<file path="config.mk">
export PLATFORM = sky130hd
export DESIGN_NAME = cbb_count
export DESIGN_NICKNAME = d
export VERILOG_FILES = /design/src/sv/cbb_pkg.sv /design/src/sv/cbb_count.sv
export VERILOG_INCLUDE_DIRS = /design/src /design/src/sv
export SDC_FILE = /design/constraint.sdc
export NUM_CORES = 1
export LEC_CHECK = 0
export BUFFER_PORTS_ARGS = -buffer_cell sky130_fd_sc_hd__buf_4
export CORE_MARGIN = 10
export CORE_UTILIZATION = 53
export CTS_BUF_LIST = sky130_fd_sc_hd__clkbuf_2
export CTS_CLUSTER_DIAMETER = 150
export CTS_CLUSTER_SIZE = 14
export DETAILED_ROUTE_END_ITERATION = 8
export PLACE_DENSITY = 0.78
export SLEW_MARGIN = 25
export SYNTH_ARGS = -nofsm -noshare
export SYNTH_HDL_FRONTEND = slang
export SYNTH_SLANG_ARGS = --single-unit
</file>
<file path="constraint.sdc">
create_clock -name clk -period 3.94 [get_ports clk]
set_clock_uncertainty 0.1 [all_clocks]
set_input_delay 0.788 -clock clk [delete_from_list [all_inputs] [get_ports clk]]
set_output_delay 0.788 -clock clk [all_outputs]
set_load 0.005 [all_outputs]
</file>
<file path="src/sv/chi_square_bit_balance_test_macros.svh">
// assertion macros for the chi-square bit-balance test
// no dependencies; included by the modules that carry assertions
`ifndef CHI_SQUARE_BIT_BALANCE_TEST_MACROS_SVH
`define CHI_SQUARE_BIT_BALANCE_TEST_MACROS_SVH
`ifndef NO_ASSERTIONS
// same-cycle implication
`define CBB_ASSERT_NOW(lbl, clk, rst_n, ante, cons, msg) \
  lbl: assert property (@(posedge clk) disable iff (!rst_n) (ante) |-> (cons)) else $error(msg);
// next-cycle implication
`define CBB_ASSERT_NEXT(lbl, clk, rst_n, ante, cons, msg) \
  lbl: assert property (@(posedge clk) disable iff (!rst_n) (ante) |=> (cons)) else $error(msg);
`else
`define CBB_ASSERT_NOW(lbl, clk, rst_n, ante, cons, msg)
`define CBB_ASSERT_NEXT(lbl, clk, rst_n, ante, cons, msg)
`endif
`endif

</file>
<file path="src/sv/cbb_pkg.sv">
// shared types, constants and helpers of the chi-square bit-balance test
// no dependencies
package cbb_pkg;

  localparam int DEF_MAX_BLOCK_BYTES = 65536;
  localparam int DEF_MAX_BLOCKS      = 4096;

  localparam int BYTE_W = 8;
  localparam int BB_W   = 17;
  localparam int NBL_W  = 13;
  localparam int SUM_W  = 49;
  localparam int VERD_W = 2;

  localparam int ADDR_W = 5;
  localparam int DATA_W = 64;

  localparam logic [BB_W-1:0]  BLOCK_BYTES_RST   = 17'd10000;
  localparam logic [NBL_W-1:0] PERIOD_BLOCKS_RST = 13'd1000;
  localparam logic [SUM_W-1:0] REJECT_LIMIT_RST  = 49'd76800000;
  localparam logic [SUM_W-1:0] WEAK_LIMIT_RST    = 49'd80000;

  typedef enum logic [1:0] {
    REG_BLOCK_BYTES   = 2'd0,
    REG_PERIOD_BLOCKS = 2'd1,
    REG_REJECT_LIMIT  = 2'd2,
    REG_WEAK_LIMIT    = 2'd3
  } cbb_reg_t;

  typedef enum logic [VERD_W-1:0] {
    VERDICT_OK     = 2'd0,
    VERDICT_REJECT = 2'd1,
    VERDICT_WEAK   = 2'd2
  } cbb_verdict_t;

  // per-stage control: vld marks a block end, last marks a verdict period end
  typedef struct packed {
    logic vld;
    logic last;
  } cbb_ctl_t;

  function automatic logic [3:0] popcount8(input logic [BYTE_W-1:0] b);
    logic [3:0] n;
    n = '0;
    for (int i = 0; i < BYTE_W; i++) begin
      n = n + 4'(b[i]);
    end
    return n;
  endfunction

endpackage

</file>
<file path="src/sv/cbb_count.sv">
// input register, ones counting and block/period sequencing
// depends on cbb_pkg and the assertion macro header
`include "chi_square_bit_balance_test_macros.svh"
module cbb_count
  import cbb_pkg::*;
#(
  parameter int  MAX_BLOCK_BYTES = DEF_MAX_BLOCK_BYTES,
  parameter int  MAX_BLOCKS      = DEF_MAX_BLOCKS,
  localparam int OC_W            = $clog2(8 * MAX_BLOCK_BYTES + 1)
) (
  input  logic              clk,
  input  logic              rst_n,
  input  logic              adv,
  input  logic              in_valid,
  input  logic [BYTE_W-1:0] in_sample_byte,
  input  logic [BB_W-1:0]   block_bytes,
  input  logic [NBL_W-1:0]  period_blocks,
  output cbb_ctl_t          s1_ctl,
  output logic [OC_W-1:0]   s1_ones,
  output logic [OC_W-1:0]   s1_exp
);

  localparam int NB_W = $clog2(MAX_BLOCK_BYTES + 1);
  localparam int BI_W = $clog2(MAX_BLOCK_BYTES);
  localparam int NK_W = $clog2(MAX_BLOCKS + 1);
  localparam int BK_W = (MAX_BLOCKS > 1) ? $clog2(MAX_BLOCKS) : 1;
  localparam int CB_W = (NB_W > BB_W) ? NB_W : BB_W;
  localparam int CK_W = (NK_W > NBL_W) ? NK_W : NBL_W;

  logic              s0_vld_r;
  logic [BYTE_W-1:0] s0_byte_r;
  logic [BI_W-1:0]   byte_index_r, byte_index_nxt;
  logic [BK_W-1:0]   block_index_r, block_index_nxt;
  logic [OC_W-1:0]   ones_count_r, ones_count_nxt;
  logic [NB_W-1:0]   nbytes;
  logic [NK_W-1:0]   nblocks;
  logic [OC_W-1:0]   ones_sum;
  logic              blk_end;
  logic              per_end;
  cbb_ctl_t          s1_ctl_r;
  logic [OC_W-1:0]   s1_ones_r;
  logic [OC_W-1:0]   s1_exp_r;

  // zero counts as one, oversize saturates
  always_comb begin
    if (block_bytes == '0) begin
      nbytes = NB_W'(1);
    end else if (CB_W'(block_bytes) > CB_W'(MAX_BLOCK_BYTES)) begin
      nbytes = NB_W'(MAX_BLOCK_BYTES);
    end else begin
      nbytes = NB_W'(block_bytes);
    end
    if (period_blocks == '0) begin
      nblocks = NK_W'(1);
    end else if (CK_W'(period_blocks) > CK_W'(MAX_BLOCKS)) begin
      nblocks = NK_W'(MAX_BLOCKS);
    end else begin
      nblocks = NK_W'(period_blocks);
    end
  end

  always_comb begin
    ones_sum = ones_count_r + OC_W'(popcount8(s0_byte_r));
    // a shrunk size ends the block at once
    blk_end  = !((NB_W'(byte_index_r) + NB_W'(1)) < nbytes);
    per_end  = blk_end && !((NK_W'(block_index_r) + NK_W'(1)) < nblocks);
    byte_index_nxt  = blk_end ? '0 : byte_index_r + BI_W'(1);
    block_index_nxt = per_end ? '0 : (blk_end ? block_index_r + BK_W'(1) : block_index_r);
    ones_count_nxt  = blk_end ? '0 : ones_sum;
  end

  always_ff @(posedge clk) begin
    if (!rst_n) begin
      s0_vld_r      <= 1'b0;
      s1_ctl_r      <= '0;
      byte_index_r  <= '0;
      block_index_r <= '0;
      ones_count_r  <= '0;
    end else if (adv) begin
      s0_vld_r      <= in_valid;
      s1_ctl_r.vld  <= s0_vld_r && blk_end;
      s1_ctl_r.last <= s0_vld_r && per_end;
      if (s0_vld_r) begin
        byte_index_r  <= byte_index_nxt;
        block_index_r <= block_index_nxt;
        ones_count_r  <= ones_count_nxt;
      end
    end
  end

  always_ff @(posedge clk) begin
    if (adv) begin
      s0_byte_r <= in_sample_byte;
      s1_ones_r <= ones_sum;
      s1_exp_r  <= OC_W'(nbytes) << 2;
    end
  end

  assign s1_ctl  = s1_ctl_r;
  assign s1_ones = s1_ones_r;
  assign s1_exp  = s1_exp_r;

  `CBB_ASSERT_NEXT(a_ones_clear, clk, rst_n, adv && s0_vld_r && blk_end,
                   ones_count_r == '0, "ones count not cleared after block end")
  `CBB_ASSERT_NOW(a_last_in_block, clk, rst_n, s1_ctl_r.last, s1_ctl_r.vld,
                  "period end without block end")

endmodule

</file>
==> metrics.txt <==
status finished with violations; failing checks setup timing; Hold WC Path Type in -> reg; TritonCTS clock tree built; GRT overflow 0; Crit. End Element flop; Die ar. 14700 um^2; Arrival @ worst endpoint 4.44 ns; largest family of logic cells by synthesized area simple AND/OR/NAND/NOR gates; Max Clk Rate roughly 250 MHz; largest fanout on the critical path 4; Final Util 64.6%; Synth-to-Final Area Change 17.6%; Avg WL per Cell 16.2 um; Critical R2R Launch s0_byte_r[0]$_DFFE_PP_; routed wire length 12900 um; IO buf count 80; xor-xnor portion of the synthesized cell area 6.63%; CTS H-Tree Depth 3; Clock Latency Late Sink 0.62 ns; share of layout cells above drive strength 1 20.5%; Post-Place Cells 775; FF/Latch Area about 2400 um^2; final hold vios 0; overall routing resource usage 17.2%; Simple-Gate Fraction of Synth Area 20.3%; Synth Area in Adders between 10 and 15%; Routability Congestion around 0.87; first drt pass iteration count 4; worst reg2reg path depth 13; Synth cell types 53; asr flop ratio synth 0%; power per cell area 306 nW/um^2; flops & latches, synth 96; Die Y between 100 and 150 um; Synth warnings 0; most common cell after layout, fill and taps aside buf_4; Rows 36; Lkg Pwr 2.61 nW; reg-to-reg slack, setup -0.04 ns; fillcell total 794; clk slew on worst S/H paths 0.28 ns; complex-gate fraction of the synthesized area 13.4%; Final #Nets 740; commonest non-fill, non-tap cells in the layout 96 x buf_4, 79 x nand2_1, 53 x a21oi_1; Worst Tran Pin Value between 0.9 and 1 ns; CP endpoint ones_count_r[14]$_SDFFE_PN0P_; HPWL Detailed 9140 um; CP Cell Sequence fa_1, inv_2, fa_1, fa_1, inv_1, fa_2, fa_2, a21o_1, a21oi_4, nor4_2, xor2_1, nand3_1, a21oi_1; RSZ-0062 raised after global routing yes; Core Footprint about 10000 um^2; largest net degree at the start of global routing 51; multi-input logic area 2830 um^2; final worst setup slack -0.0396 ns; vias per cell 5.76; antenna viol nets, final 0; root buffer cell clkbuf_2; Final Max Slew Viols 0; proportion of synthesized area in mux cells 0.393%; WP data required 4.40 ns; I/O pins 84; Initial Util between 50% and 60%; global-route wire length before repair 20900 um; top_reg_cell synth dfxtp_1; sequential share of the synthesized area around 44%; Worst VDD drop around 0.00015 V; Die X 121 um; slowest stage cell, crit path fa_1; critical path launch point s0_byte_r[0]$_DFFE_PP_; syn_area_per_cell 9.41 um^2; DR iter-0 viols 297; post-synthesis cell area approximately 5400 um^2; Critical Path Most Common Cell fa_1; fin crit share 101%; initial antenna violation count 1; setup TNS -0.0657 ns; CTS Sinks 96; Setup CP Type reg -> reg; MaxCap Viol Count 0; number of global-route vias before repair around 4400; min Tclk post-route 3.98 ns; DRC 0; Num CTS Buffers 9; buffer depth of the longest clock path 2; Mapped Cells 576; Max-slew headroom between 30 and 40%; final setup fails 3; startpoint types flop; Crit Reg-Reg Endpoint ones_count_r[14]$_SDFFE_PN0P_; Non-Filler Instances between 700 and 800; hold buffer count at cts 0; DR vias 4581; slowest stage delay, CP 0.56 ns; Post-synth EDFFs 45
Yosys cell counts (11+ instances only):
cell / instances / area share (%)
nand2_1: 79 / 5.5
a21oi_1: 55 / 5.1
dfxtp_1: 51 / 19
edfxtp_1: 45 / 25
nand3_1: 39 / 3.6
ha_1: 36 / 8.3
inv_1: 33 / 2.3
xnor2_1: 26 / 4.2
clkbuf_1: 18 / 1.2
nand4_1: 16 / 1.8
nor2_1: 16 / 1.1
xor2_1: 15 / 2.4
o22ai_1: 13 / 1.5
or3_1: 13 / 1.5
nor3_1: 11 / 1.0
metrics by stage:
stage / instance area [um^2] / hold WS [ns] / setup slack, ns / power, mW
finish: 6370 / 0.216 / -0.0396 / 1.95
global route: 6370 / 0.169 / -0.210 / 2.03
CTS: 6280 / 0.207 / 0.0203 / 1.94
detailed placement: 6160 / 0.359 / -0.0223 / 1.44
global placement: 6160 / 0.340 / 0.0500 / 1.43
floorplan: 5430 / 0.332 / 0.111 / 1.29
state kept, by name, summed over array words and instances (netlist names):
name and count:
s1_ones 20, byte_index_r 16, s0_byte_r 8, s1_exp 17, ones_count_r 20, s1_ctl 2
block_index_r 12, s0_vld_r 1
critical path, delay by kind of cell (launching register included):
family                   cells  cell delay [ns]
AO/OA/AOI/OAI                3             0.58
XOR/XNOR                     1             0.22
adder cells (fa/ha/maj)      5             2.29
buffers and inverters        2             0.10
flip-flops                   1             0.47
AND/OR/NAND/NOR              2             0.18
power by group:
| group | switching [mW] | leakage (nW) | internal, mW |
|---|---|---|---|
| sequential | 0.0149 | 0.863 | 1.10 |
| combinational | 0.174 | 1.68 | 0.155 |
| clock | 0.346 | 0.0732 | 0.157 |
worst min path at each step:
stage | start | endpoint | slack, ns | depth (start not counted)
after floorplan | ones_count_r[0]$_SDFFE_PN0P_ | ones_count_r[0]$_SDFFE_PN0P_ | 0.33 | 2
after global placement | ones_count_r[0]$_SDFFE_PN0P_ | ones_count_r[0]$_SDFFE_PN0P_ | 0.34 | 2
after detailed placement | ones_count_r[3]$_SDFFE_PN0P_ | ones_count_r[3]$_SDFFE_PN0P_ | 0.36 | 2
after CTS | in_sample_byte[4] | s0_byte_r[4]$_DFFE_PP_ | 0.21 | 1
after global routing | in_sample_byte[3] | s0_byte_r[3]$_DFFE_PP_ | 0.17 | 1
final | in_sample_byte[4] | s0_byte_r[4]$_DFFE_PP_ | 0.22 | 1
what timing repair did:
item / in CTS / in global routing
gates resized for setup: 2 / 11
endpoints found under the setup margin: 10 / 18
setup buffers: 0 / 4
pin swaps: 0 / 11
layout make-up:
cell class                      instances  area share [%]
Clock buffer                           11           0.864
Tap cell                              133            2.61
Antenna cell                            1          0.0393
Inverter                               34            2.00
Sequential cell                        96            37.2
Timing Repair Buffer                   98            11.8
Multi-Input combinational cell        418            44.5
Clock inverter                          5            1.00
cells by family after synthesis:
family	Yosys count
AND/OR/NAND/NOR	215
other	1
flip-flops	96
XOR/XNOR	41
buffers and inverters	64
adder cells (fa/ha/maj)	41
multiplexers	2
AO/OA/AOI/OAI	116
per-layer routing:
| layer | vias to the layer above | part of all wire (%) | global-route usage (%) |
|---|---|---|---|
| li1 | 2236 | - | - |
| met1 | 2183 | 42 | 20.9 |
| met2 | 137 | 51 | 29.5 |
| met3 | 25 | 4.5 | 2.84 |
| met4 | 0 | 2.0 | 7.16 |
| met5 | - | 0 | 0 |
Note: power is estimated with default switching activity, not from simulation.
